**src/mco_pkg.sv**
```systemverilog
// Shared types and constants for the midpoint circle outline generator.
package mco_pkg;

	localparam int COORD_W = 12;
	localparam int OFS_W = 8;
	localparam int DEC_W = 11;
	localparam int COLOR_W = 16;
	localparam int IN_DATA_W = 48;
	localparam int OUT_DATA_W = 40;

	localparam logic OP_START = 1'b0;
	localparam logic OP_STEP = 1'b1;

	localparam logic [2:0] LAST_PIXEL = 3'd7;

	typedef struct packed {
		logic [OFS_W-1:0]   x;
		logic [OFS_W-1:0]   y;
		logic [COLOR_W-1:0] color;
		logic               fin;
	} mco_snap_t;

endpackage

```
**src/midpoint_circle_outline.sv**
```systemverilog
// Midpoint circle outline generator, centered on the display.
// Each input is held in the input register until the pixel emitter is free to load it.
// Output: eight pixels per drawing item, one pixel per cycle while m_tready is high;
//   an item that draws nothing sends no pixels.
//   The next item is accepted as the last pixel leaves.
// Reset: arst_n clears the circle state, the input valid flag and the emitter's busy flag and index.
module midpoint_circle_outline #(
	parameter int DISPLAY_WIDTH = 240,
	parameter int DISPLAY_HEIGHT = 240,
	parameter int MAX_RADIUS = 255
) (
	input  logic                           clk,
	input  logic                           arst_n,
	input  logic                           s_tvalid,
	output logic                           s_tready,
	input  logic [mco_pkg::IN_DATA_W-1:0]  s_tdata,   // ref_radius, scale, color
	input  logic                           s_tuser,   // operation
	output logic                           m_tvalid,
	input  logic                           m_tready,
	output logic [mco_pkg::OUT_DATA_W-1:0] m_tdata,   // pixel_x, pixel_y, pixel_color
	output logic                           m_tlast,
	output logic                           m_tuser    // finished
);
	import mco_pkg::*;

	logic                v_s1;
	logic                op_s1;
	logic [15:0]         ref_s1;
	logic [15:0]         scl_s1;
	logic [COLOR_W-1:0]  col_s1;

	logic                active_q;
	logic [OFS_W-1:0]    x_q;
	logic [OFS_W-1:0]    y_q;
	logic [DEC_W-1:0]    dec_q;
	logic [COLOR_W-1:0]  color_q;

	logic                emit_free;
	logic                adv;
	logic                load;
	mco_snap_t           snap;

	logic [31:0]         prod;
	logic [32:0]         rnd_sum;
	logic [16:0]         rnd;
	logic [OFS_W-1:0]    radius;
	logic [OFS_W-1:0]    nx;
	logic [OFS_W-1:0]    ny;
	logic [OFS_W:0]      diff;
	logic [DEC_W-1:0]    inc;
	logic [DEC_W-1:0]    ndec;
	logic                fin;

	assign adv = v_s1 && emit_free;
	assign s_tready = !v_s1 || adv;

	always_ff @(posedge clk or negedge arst_n) begin
		if (!arst_n) begin
			v_s1 <= 1'b0;
		end else if (s_tready) begin
			v_s1 <= s_tvalid;
		end
	end

	always_ff @(posedge clk) begin
		if (s_tready && s_tvalid) begin
			op_s1 <= s_tuser;
			ref_s1 <= s_tdata[15:0];
			scl_s1 <= s_tdata[31:16];
			col_s1 <= s_tdata[47:32];
		end
	end

	always_comb begin
		prod = 32'(ref_s1) * 32'(scl_s1);
		rnd_sum = {1'b0, prod} + 33'h0_0000_8000;
		rnd = rnd_sum[32:16];
		radius = (rnd > 17'(MAX_RADIUS)) ? OFS_W'(MAX_RADIUS) : rnd[OFS_W-1:0];

		nx = x_q + 8'd1;
		ny = dec_q[DEC_W-1] ? y_q : (y_q - 8'd1);
		diff = {1'b0, nx} - {1'b0, ny};
		if (dec_q[DEC_W-1]) begin
			inc = {2'b00, nx, 1'b1};
		end else begin
			inc = {diff[OFS_W], diff, 1'b1};
		end
		ndec = dec_q + inc;
		fin = !(nx < ny);

		load = 1'b0;
		snap = '{x: nx, y: ny, color: color_q, fin: fin};
		if (adv) begin
			case (op_s1)
				OP_START: begin
					load = (radius != '0);
					snap = '{x: '0, y: radius, color: col_s1, fin: 1'b0};
				end
				OP_STEP: begin
					load = active_q;
				end
				default: begin
					load = 1'b0;
				end
			endcase
		end
	end

	always_ff @(posedge clk or negedge arst_n) begin
		if (!arst_n) begin
			active_q <= 1'b0;
			x_q <= '0;
			y_q <= '0;
			dec_q <= '0;
			color_q <= '0;
		end else if (adv) begin
			if (op_s1 == OP_START) begin
				color_q <= col_s1;
				active_q <= (radius != '0);
				if (radius != '0) begin
					x_q <= '0;
					y_q <= radius;
					dec_q <= DEC_W'(1) - {{(DEC_W-OFS_W){1'b0}}, radius};
				end
			end else if (active_q) begin
				x_q <= nx;
				y_q <= ny;
				dec_q <= ndec;
				if (fin) begin
					active_q <= 1'b0;
				end
			end
		end
	end

	mco_emit #(
		.DISPLAY_WIDTH(DISPLAY_WIDTH),
		.DISPLAY_HEIGHT(DISPLAY_HEIGHT)
	) u_emit (
		.clk(clk),
		.arst_n(arst_n),
		.load(load),
		.snap(snap),
		.free(emit_free),
		.m_tvalid(m_tvalid),
		.m_tready(m_tready),
		.m_tdata(m_tdata),
		.m_tlast(m_tlast),
		.m_tuser(m_tuser)
	);

endmodule

```
**src/mco_emit.sv**
```systemverilog
// Octant emitter: holds one step's offsets and streams its eight mirrored pixels.
module mco_emit #(
	parameter int DISPLAY_WIDTH = 240,
	parameter int DISPLAY_HEIGHT = 240
) (
	input  logic                          clk,
	input  logic                          arst_n,
	input  logic                          load,
	input  mco_pkg::mco_snap_t            snap,
	output logic                          free,
	output logic                          m_tvalid,
	input  logic                          m_tready,
	output logic [mco_pkg::OUT_DATA_W-1:0] m_tdata,  // pixel_x, pixel_y, pixel_color
	output logic                          m_tlast,
	output logic                          m_tuser    // finished
);
	import mco_pkg::*;

	localparam logic [COORD_W-1:0] CX = COORD_W'(DISPLAY_WIDTH / 2);
	localparam logic [COORD_W-1:0] CY = COORD_W'(DISPLAY_HEIGHT / 2);

	mco_snap_t   snap_q;
	logic [2:0]  idx_q;
	logic        busy_q;
	logic        done;
	logic [COORD_W-1:0] col_ofs;
	logic [COORD_W-1:0] row_ofs;
	logic [COORD_W-1:0] px;
	logic [COORD_W-1:0] py;

	assign done = busy_q && m_tready && (idx_q == LAST_PIXEL);
	assign free = !busy_q || done;

	always_ff @(posedge clk or negedge arst_n) begin
		if (!arst_n) begin
			busy_q <= 1'b0;
			idx_q <= '0;
		end else if (load) begin
			busy_q <= 1'b1;
			idx_q <= '0;
		end else if (done) begin
			busy_q <= 1'b0;
			idx_q <= '0;
		end else if (busy_q && m_tready) begin
			idx_q <= idx_q + 3'd1;
		end
	end

	always_ff @(posedge clk) begin
		if (load) begin
			snap_q <= snap;
		end
	end

	// idx[2] swaps x/y, idx[0] negates the column, idx[1] negates the row
	always_comb begin
		col_ofs = {{(COORD_W-OFS_W){1'b0}}, idx_q[2] ? snap_q.y : snap_q.x};
		row_ofs = {{(COORD_W-OFS_W){1'b0}}, idx_q[2] ? snap_q.x : snap_q.y};
		px = idx_q[0] ? (CX - col_ofs) : (CX + col_ofs);
		py = idx_q[1] ? (CY - row_ofs) : (CY + row_ofs);
	end

	assign m_tvalid = busy_q;
	assign m_tdata = {snap_q.color, py, px};
	assign m_tlast = (idx_q == LAST_PIXEL);
	assign m_tuser = snap_q.fin;

endmodule

```
**config.mk**
```make
export PLATFORM = sky130hd
export DESIGN_NAME = midpoint_circle_outline
export DESIGN_NICKNAME = d
export VERILOG_FILES = /design/src/mco_pkg.sv /design/src/midpoint_circle_outline.sv /design/src/mco_emit.sv
export SDC_FILE = /design/constraint.sdc
export NUM_CORES = 1
export LEC_CHECK = 0
export BUFFER_PORTS_ARGS = -buffer_cell sky130_fd_sc_hd__buf_2
export CAP_MARGIN = 30
export CORE_ASPECT_RATIO = 1.2
export CORE_MARGIN = 10
export CORE_UTILIZATION = 48
export DETAILED_ROUTE_END_ITERATION = 10
export GPL_ROUTABILITY_DRIVEN = 0
export PLACE_DENSITY_LB_ADDON = 0.2
export SYNTH_ARGS = -nofsm -noshare
export SYNTH_HDL_FRONTEND = slang
export SYNTH_SLANG_ARGS = --single-unit
```
**constraint.sdc**
```tcl
create_clock -name clk -period 11 [get_ports clk]
set_clock_uncertainty 0.2 [all_clocks]
set_input_delay 0.55 -clock clk [delete_from_list [all_inputs] [get_ports clk]]
set_output_delay 0.55 -clock clk [all_outputs]
set_load 0.005 [all_outputs]
```
Yosys cells after proc, flatten, opt, wreduce, memory -nomap -nowiden
Cells that the tools add are included.
{"block": "word_totals", "regBits": 131, "mem_bits_rw": 0, "out_inout_bits": 44, "rom_bits": 0, "latchBits": 0, "inputBits": 53, "n_memories": 0, "wordCells": 76}
{"block": "classes", "eq_ne": 2, "n_div": 0, "reduce_logical": 15, "magnitude_cmp": 2, "multipliers": 1, "bitwise_logic": 1, "n_shift": 0, "muxes": 28, "add_sub_neg": 11}
{"operator": "$mux W8", "n": 10}
{"operator": "$mux W33", "n": 2}
{"operator": "$mux W11", "n": 4}
{"operator": "$add A32 B16 Y33 const B", "n": 1}
{"operator": "$mul A16 B16 Y32", "n": 1}
{"operator": "$mux W12", "n": 2}
{"operator": "$add A7 B8 Y9 const A", "n": 2}
{"operator": "$sub A7 B8 Y9 const A", "n": 2}
{"operator": "$gt A17 B8 Y1 const B", "n": 1}
{"operator": "$add A11 B11 Y11", "n": 1}
{"operator": "$mux W3", "n": 3}
{"operator": "$sub A1 B8 Y9 const A", "n": 1}
{"operator": "$sub A8 B8 Y9", "n": 1}
{"operator": "$add A8 B1 Y8 const B", "n": 1}
{"operator": "$lt A8 B8 Y1", "n": 1}
{"operator": "$reduce_bool A8 Y1", "n": 1}
{"operator": "$sub A8 B1 Y8 const B", "n": 1}
{"operator": "$mux W1", "n": 6}
{"operator": "$logic_and A1 B1 Y1", "n": 4}
{"operator": "$reduce_bool A2 Y1", "n": 2}
{"operator": "$add A3 B1 Y3 const B", "n": 1}
{"operator": "$eq A3 B3 Y1 const B", "n": 1}
{"operator": "$logic_not A1 Y1", "n": 3}
{"operator": "$reduce_and A3 Y1", "n": 1}
{"operator": "6 further kinds", "n": 7}

Depth between registers and ports, before layout
Gate-level depths: netlist of the first run.
{"block": "depth", "ltp_word": 8, "depth_mapped": 33, "mapped_depth_nobuf": 29}

Cells and area by module
A second synthesis of the first run with hierarchy kept.
{"block": "unflattened", "cells_unflattened": 1641, "area_unflattened_um2": 15949.0}
{"module": "midpoint_circle_outline", "n_inst": 1, "area_per_inst_um2": 13820.8, "seq_area_each_um2": 2597.5, "cells_each": 1468}
{"module": "mco_emit", "n_inst": 1, "area_per_inst_um2": 2128.3, "seq_area_each_um2": 1091.0, "cells_each": 173}

Least setup slack after synthesis of the first run
OpenSTA, ideal clock, no wires.
{"block": "synth_path", "path_type": "register to register", "start": "register scl_s1[15]", "end": "register dec_q[5]", "path_buffers": 4, "arrival_ps": 7552, "setup_slack_ps": 3123, "required_time_ps": 10675, "setup_time_ps": 125, "synth_period_minus_slack_ps": 7877, "path_stages_with_launch": 29, "path_cell_list": "edfxtp_1 > clkbuf_1 > and2_1 > fa_1 > fa_1 > fa_1 > fa_1 > fa_1 > inv_1 > fa_1 > inv_1 > ha_1 > a21oi_1 > o21ai_0 > a2111oi_4 > o21bai_1 > xor2_1 > or4_1 > buf_2 > or2_2 > buf_2 > buf_1 > nor2_1 > ha_1 > nand2b_1 > nor2_1 > xor2_1 > o31ai_1 > mux2_4"}
{"block": "synth_between", "elab_chain_len": 7, "word_cells_on_any_way": 10, "cone_classes": "2 x add/sub; 1 x mul; 1 x order compare; 3 x mux; 3 x reduce/logical"}
{"element": "from (decl)", "line": "midpoint_circle_outline.sv:29", "source": "logic [15:0] scl_s1;"}
{"element": "from (signal assigned)", "line": "midpoint_circle_outline.sv:69", "source": "scl_s1 <= s_tdata[31:16];"}
{"element": "$mul A16 B16 Y32 (*)", "line": "midpoint_circle_outline.sv:75", "source": "prod = 32'(ref_s1) * 32'(scl_s1);"}
{"element": "$add A32 B16 Y33 (*)", "line": "midpoint_circle_outline.sv:76", "source": "rnd_sum = {1'b0, prod} + 33'h0_0000_8000;"}
{"element": "$gt A17 B8 Y1", "line": "midpoint_circle_outline.sv:78", "source": "radius = (rnd > 17'(MAX_RADIUS)) ? OFS_W'(MAX_RADIUS) : rnd[OFS_W-1:0];"}
{"element": "$mux W8 (*)", "line": "midpoint_circle_outline.sv:78"}
{"element": "$sub A1 B8 Y9 / $reduce_bool A8 Y1 (equally long branches)", "line": "midpoint_circle_outline.sv:123, midpoint_circle_outline.sv:120"}
{"element": "$mux W11 / $reduce_bool A2 Y1 (equally long branches)"}
{"element": "$mux W11 / $reduce_and A3 Y1 (equally long branches)"}
{"element": "to (signal assigned)", "line": "midpoint_circle_outline.sv:123", "source": "dec_q <= DEC_W'(1) - {{(DEC_W-OFS_W){1'b0}}, radius};"}
{"element": "to (signal assigned)", "line": "midpoint_circle_outline.sv:128", "source": "dec_q <= ndec;"}
{"element": "to (decl)", "line": "midpoint_circle_outline.sv:35", "source": "logic [DEC_W-1:0] dec_q;"}
Every way passes the cells marked *; elsewhere a longest branch is shown, timed or not. The select of a mux whose other input is x is not followed.
A chain may end at the register's enable or synchronous reset.

Final worst setup path of the first run
{"block": "layout_path", "start": "register ref_s1[8]", "end": "register y_q[2]"}
{"block": "layout_between", "elab_chain_len": 7, "word_cells_on_any_way": 9, "cone_classes": "1 x add/sub; 1 x mul; 1 x order compare; 3 x mux; 3 x reduce/logical"}
{"element": "from (decl)", "line": "midpoint_circle_outline.sv:28", "source": "logic [15:0] ref_s1;"}
{"element": "from (signal assigned)", "line": "midpoint_circle_outline.sv:68", "source": "ref_s1 <= s_tdata[15:0];"}
{"element": "$mul A16 B16 Y32 (*)", "line": "midpoint_circle_outline.sv:75"}
{"element": "$add A32 B16 Y33 (*)", "line": "midpoint_circle_outline.sv:76"}
{"element": "$gt A17 B8 Y1", "line": "midpoint_circle_outline.sv:78"}
{"element": "$mux W8 (*)", "line": "midpoint_circle_outline.sv:78"}
{"element": "$reduce_bool A8 Y1", "line": "midpoint_circle_outline.sv:120", "source": "if (radius != '0) begin"}
{"element": "$reduce_bool A2 Y1 (no source line)"}
{"element": "$reduce_and A3 Y1 (no source line)"}
{"element": "to (signal assigned)", "line": "midpoint_circle_outline.sv:122", "source": "y_q <= radius;"}
{"element": "to (signal assigned)", "line": "midpoint_circle_outline.sv:127", "source": "y_q <= ny;"}
{"element": "to (decl)", "line": "midpoint_circle_outline.sv:34", "source": "logic [OFS_W-1:0] y_q;"}
Marks and branches as above.

==> summary.txt, run 1 <==
Outcome
  – Outcome: finished clean

Synthesis
  – Syn avg cell area: 9.431 sq um
  – Synth Cell Area: 15750 sq um
  – Top FF cell, synth: edfxtp_1
  – Ys Warns: 0
  – Register area share after synthesis: 0.2342
  – Asr flop ratio synth: 0.3740
  – Post-synth net total: 2066
  – Seq cells post-synth: 131
  – Mapped Cells: 1670
  – Post-synth cell types: 74
  – Post-synth EDFFs: 82

Global routing
  – Overflow after GRT: 0
  – Largest net degree at the start of global routing: 50
  – GRT Total Usage: 0.1891
  – Initial antenna violation count: 0
  – First-pass GRT wire length: 60940 um
  – Vias in the first global route: 12130

Placement
  – Input/output buffers: 96
  – Place WS: 2.083 ns
  – HPWL Detailed: 29050 um

STA
  – Fmax: 111.5 MHz
  – Setup TNS: 0 ns
  – Final Hold Viols: 0
  – RSZ-0062 raised after global routing: false
  – Slew HR: 0.4167
  – Period utilization: 0.8153
  – Setup violators final: 0
  – Count of pins over their slew limit: 0
  – Final setup margin: 2.032 ns
  – Fin crit period: 8.968 ns
  – Worst-Margin Slew: 0.8690 ns

Route
  – First drt pass iteration count: 8
  – Wire length on met1: 15440 um
  – DRC Markers: 0
  – Met2 Wirelength: 18620 um
  – Met3 WL: 1556 um
  – Initial DRC count: 751
  – Uppermost layer routed: met4
  – Avg Vias per Cell: 5.359
  – Vias: 11420
  – Post-DRT Antenna Nets: 0
  – Wirelength per Cell: 17.18 um
  – Detailed Route WL: 36610 um

Setup path
  – Setup crit start kind: flip-flop
  – Crit Path Max Fanout: 47
  – Data required time of the worst path: 11.14 ns
  – Critical Path AT: 9.11 ns
  – Critical Path Source: ref_s1[8]$_DFFE_PP_
  – Worst setup EP type: flip-flop
  – Setup CP Type: flip-flop to flip-flop
  – Reg-to-reg startpoint: ref_s1[8]$_DFFE_PP_

Layout
  – Antenna Cells: 0
  – Share of cells above drive strength 1: 0.1050
  – Filler cells: 2964
  – Most common cell after layout, fill and taps aside: nand2_1
  – Area of the multi-input gates: 10670 sq um
  – Fin nets: 2107
  – Reg area: 3689 sq um
  – Area grow syn2layout: 7.833%
  – Most frequent cells in the layout: nand2_1, inv_1, fa_1

Floorplanning
  – Initial Util: 0.4870
  – Die Area: 40490 sq um
  – Std-Cell Core Area: 32340 sq um
  – Row count: 72
  – IO Count: 97
  – Die Width: 185.4 um
  – DIE HEIGHT: 218.4 um

Clock tree
  – Clk pin slew, worst setup/hold paths: 0.07 ns
  – Root buf cell: clkbuf_16
  – Post-CTS setup buffers: 0
  – CTS Buf Count: 17
  – Clock sinks: 131
  – PostCTS Resize Cnt: 0
  – # H-tree levels: 4
  – CTS Buffer Depth: 2
  – CTS Hold Bufs: 0
  – CTS tree: done
  – Worst-skew pair later-pin latency: 0.46 ns

Worst hold path
  – Hold WC Path Type: input pin to async pin

Run
  – Max-cap violations: 0
-- per-stage QoR --
step | utilization | hold WS (ns) | area (sq um) | std cells
floorplan | - | 0.05441 | 15750 | 1670
global placement | 0.5069 | 0.2430 | 16390 | 2099
detailed placement | 0.5069 | 0.2426 | 16390 | 2099
CTS | 0.5251 | 0.01600 | 16980 | 2131
finish | 0.5251 | 0.004638 | 16980 | 2131
global route | 0.5251 | 0.04337 | 16980 | 2131
-- critical path: stages (launching register included) --
cell and delay [ns]:
edfxtp_1 0.68, and2_1 0.31, fa_1 0.50, inv_1 0.05, fa_1 0.49, inv_1 0.05
fa_1 0.52, fa_1 0.48, fa_1 0.54, inv_1 0.05, fa_1 0.49, inv_1 0.04
ha_1 0.39, and3_1 0.24, nand2_1 0.06, a21oi_1 0.40, a311oi_1 0.34, or3_4 0.49
or4_4 0.56, nor4_4 0.58, or2_1 0.57, inv_4 0.39, mux2_4 0.39
-- flip-flops by register name, summed over array words and instances, names as in the netlist, 3 cells and up --
| register | cells |
|---|---|
| dec_q | 11 |
| u_emit.snap_q | 16 |
| x_q | 8 |
| ref_s1 | 16 |
| col_s1 | 16 |
| y_q | 8 |
| color_q | 16 |
| u_emit.idx_q | 3 |
| scl_s1 | 16 |
| u_emit.m_tdata | 16 |
-- cell usage after synthesis (all sizes together), types with 22 or more instances --
cell type	count	share of area
buf	31	0.014
inv	264	0.063
edfxtp	82	0.16
xor2	22	0.012
clkbuf	50	0.012
nand2	269	0.064
xnor2	28	0.016
and2	130	0.052
a21oi	63	0.021
dfrtp	49	0.078
fa	196	0.25
o21ai	59	0.019
nor3	26	0.0089
ha	147	0.12
nor2	59	0.014
-- logic make-up (layout without fill, tap and decap cells) --
logic type | after synthesis | after routing | synth area share
mux | 37 | 37 | 0.02598
flops | 131 | 131 | 0.2342
simple gates | 552 | 552 | 0.1684
fa+ha+maj | 343 | 343 | 0.3659
xor+xnor | 50 | 50 | 0.02780
buf+inv | 345 | 399 | 0.08858
compound gates | 212 | 212 | 0.08913
-- layer usage --
metal / global-route usage / vias to the layer above
met5: 0 / -
met4: 0.06701 / 0
met3: 0.03270 / 67
met2: 0.3349 / 283
met1: 0.2244 / 5630
li1: - / 5439
-- cell type report --
type                       count  area share
sequential                   131      0.2172
clock inverter                15    0.009651
tap                          407     0.02998
timing repair buffer         103     0.03138
clock buffer                  17     0.02505
multi-input combinational   1194      0.6283
inverter                     264     0.05849
-- worst paths after layout --
kind / to / cells after the start / slack, ns
max reg2reg: y_q[2]$_DFFE_PN0P_ / 22 / 2.03
min in group clk: scl_s1[9]$_DFFE_PP_ / 1 / 0.06
max in group asynchronous: color_q[5]$_DFFE_PN0P_ / 2 / 10.11
max: y_q[2]$_DFFE_PN0P_ / 22 / 2.03
min: dec_q[10]$_DFFE_PN0P_ / 2 / 0.005
min reg2reg: color_q[2]$_DFFE_PN0P_ / 2 / 0.26
Power of run 1 is not shown: default switching activity piles up to over one toggle a cycle in this logic, so the estimate is an artifact.
==> run 2, diff against run 1 <==
==> constraint.sdc (replaced) <==
create_clock -name clk -period 8.98 [get_ports clk]
set_clock_uncertainty 0.2 [all_clocks]
set_input_delay 0.449 -clock clk [delete_from_list [all_inputs] [get_ports clk]]
set_output_delay 0.449 -clock clk [all_outputs]
set_load 0.005 [all_outputs]
==> summary.txt, run 2 (same netlist as run 1, synthesis figures left out) <==
Outcome
  – Outcome: finished clean (unchanged)

Global routing
  – First-pass GRT wire length: 63300 um (was 60940 um)
  – Overflow after GRT: 0 (unchanged)
  – GRT Total Usage: 0.1948 (was 0.1891)
  – Largest net degree at the start of global routing: 50 (unchanged)
  – Initial antenna violation count: 0 (unchanged)
  – Vias in the first global route: 12760 (was 12130)

STA
  – Fin crit period: 8.561 ns (was 8.968 ns)
  – Worst-Margin Slew: 0.7997 ns (was 0.8690 ns)
  – Final Hold Viols: 0 (unchanged)
  – Period utilization: 0.9533 (was 0.8153)
  – Final setup margin: 0.4193 ns (was 2.032 ns)
  – Setup violators final: 0 (unchanged)
  – Count of pins over their slew limit: 0 (unchanged)
  – Slew HR: 0.4669 (was 0.4167)
  – Setup TNS: 0 ns (unchanged)
  – Fmax: 116.8 MHz (was 111.5 MHz)
  – RSZ-0062 raised after global routing: false (unchanged)

Setup path
  – Worst setup EP type: flip-flop (unchanged)
  – Crit path largest cell delay: 0.77 ns (was 0.68 ns)
  – Critical Path Source: ref_s1[12]$_DFFE_PP_ (was ref_s1[8]$_DFFE_PP_)
  – Crit Path Max Fanout: 19 (was 47)
  – Setup crit start kind: flip-flop (unchanged)
  – Worst Path Buf+Inv: 3 (was 5)
  – Setup CP Type: flip-flop to flip-flop (unchanged)
  – Reg2Reg Depth: 26 (was 22)
  – CP delay by family, top: adder cells (unchanged)
  – Critical Path AT: 8.69 ns (was 9.11 ns)
  – Slowest-stage cell, CP: edfxtp_1 (unchanged)
  – Data required time of the worst path: 9.11 ns (was 11.14 ns)
  – Worst r2r dst: dec_q[5]$_DFFE_PN0P_ (was y_q[2]$_DFFE_PN0P_)
  – Reg-to-reg startpoint: ref_s1[12]$_DFFE_PP_ (was ref_s1[8]$_DFFE_PP_)
  – R2r setup slk: 0.42 ns (was 2.03 ns)
  – CP dominant cell by count: fa_1 (unchanged)

Clock tree
  – CTS tree: done (unchanged)
  – Clk pin slew, worst setup/hold paths: 0.07 ns (about the same)
  – Root buf cell: clkbuf_16 (unchanged)
  – Worst-skew pair later-pin latency: 0.45 ns (was 0.46 ns)
  – CTS Buf Count: 17 (unchanged)
  – Clock sinks: 131 (unchanged)
  – CTS Buffer Depth: 2 (unchanged)
  – # H-tree levels: 4 (unchanged)
  – PostCTS Resize Cnt: 0 (unchanged)

Layout
  – Filler cells: 2895 (was 2964)
  – Most common cell after layout, fill and taps aside: nand2_1 (unchanged)
  – Finished Cell Area: 17560 sq um (was 16980 sq um)
  – Fin nets: 2167 (was 2107)
  – Most frequent cells in the layout: nand2_1, inv_1, fa_1 (unchanged)
  – Share of cells above drive strength 1: 0.1071 (was 0.1050)
  – Antenna Cells: 0 (unchanged)
  – Area grow syn2layout: 11.49% (was 7.833%)

Floorplanning
  – DIE HEIGHT: 218.4 um (unchanged)
  – Row count: 72 (unchanged)
  – Initial Util: 0.4870 (unchanged)
  – Die Area: 40490 sq um (unchanged)
  – Die Width: 185.4 um (unchanged)
  – Std-Cell Core Area: 32340 sq um (unchanged)
  – IO Count: 97 (unchanged)

Route
  – Wirelength per Cell: 17.11 um (was 17.18 um)
  – Initial DRC count: 658 (was 751)
  – Post-DRT Antenna Nets: 0 (unchanged)
  – Vias: 11620 (was 11420)
  – DRC Markers: 0 (unchanged)
  – Avg Vias per Cell: 5.305 (was 5.359)
  – Detailed Route WL: 37480 um (was 36610 um)
  – First drt pass iteration count: 7 (was 8)

Run
  – Max-cap violations: 0 (unchanged)

Placement
  – HPWL Detailed: 29290 um (was 29050 um)
  – Input/output buffers: 96 (unchanged)
  – Placed cell area: 16450 sq um (was 16390 sq um)
  – Place WS: 0.4405 ns (was 2.083 ns)

Worst hold path
  – Hold WC Path Type: input pin to flip-flop (was input pin to async pin)
  – Worst hold start: s_tvalid
  – Hold Path End: v_s1$_DFFE_PN0N_
  – WHS Path Cells: 2
run 2: cell types whose count changed in the layout (fill, tap and decap cells not counted), sizes merged:
cell,before,now
buf,103,113
inv,273,274
clkinv,3,4
clkinvlp,2,0
dlygate4sd3,0,50
run 2: final cells by class:
| cell class | instances | area [sq um] | share of cell area |
|---|---|---|---|
| multi-input combinational | 1194 | 10670 | 0.6077 |
| sequential | 131 | 3689 | 0.2101 |
| timing repair buffer | 163 | 1109 | 0.06313 |
| inverter | 264 | 993.5 | 0.05658 |
| tap | 407 | 509.2 | 0.02900 |
| clock buffer | 17 | 425.4 | 0.02423 |
| clock inverter | 15 | 163.9 | 0.009334 |
run 2: timing repair:
| action | in CTS | in global routing |
|---|---|---|
| hold buffers | 50 | 0 |
| endpoints found under the setup margin | 0 | 1 |
| setup buffers | 0 | 3 |
| endpoints found under the hold margin | 98 | 0 |
run 2: layer usage:
| metal | part of all wire | track usage | vias up | wire [um] |
|---|---|---|---|---|
| met2 | 0.52 | 0.3489 | 288 | 19420 |
| met3 | 0.042 | 0.03286 | 61 | 1563 |
| li1 | - | - | 5559 | - |
| met1 | 0.42 | 0.2311 | 5716 | 15670 |
| met5 | 0 | 0 | - | 0 |
| met4 | 0.022 | 0.06186 | 0 | 821 |
run 2: worst max-delay path by stage:
| stage | end | cells after the start |
|---|---|---|
| after detailed placement | dec_q[5]$_DFFE_PN0P_ | 26 |
| after global placement | dec_q[5]$_DFFE_PN0P_ | 26 |
| after global routing | dec_q[5]$_DFFE_PN0P_ | 26 |
| after floorplan | dec_q[5]$_DFFE_PN0P_ | 28 |
| final | dec_q[5]$_DFFE_PN0P_ | 26 |
| after CTS | dec_q[5]$_DFFE_PN0P_ | 26 |
run 2: through the flow:
step / utilization / hold WS (ns) / cells
6_report: 0.5429 / 0.03571 / 2191
5_1_grt: 0.5429 / 0.01798 / 2191
3_3_place_gp: 0.5086 / 0.2456 / 2106
4_1_cts: 0.5422 / 0.01373 / 2188
2_1_floorplan: - / -0.04659 / 1670
3_5_place_dp: 0.5086 / 0.2417 / 2106
Power of run 2 is left out for the same reason.
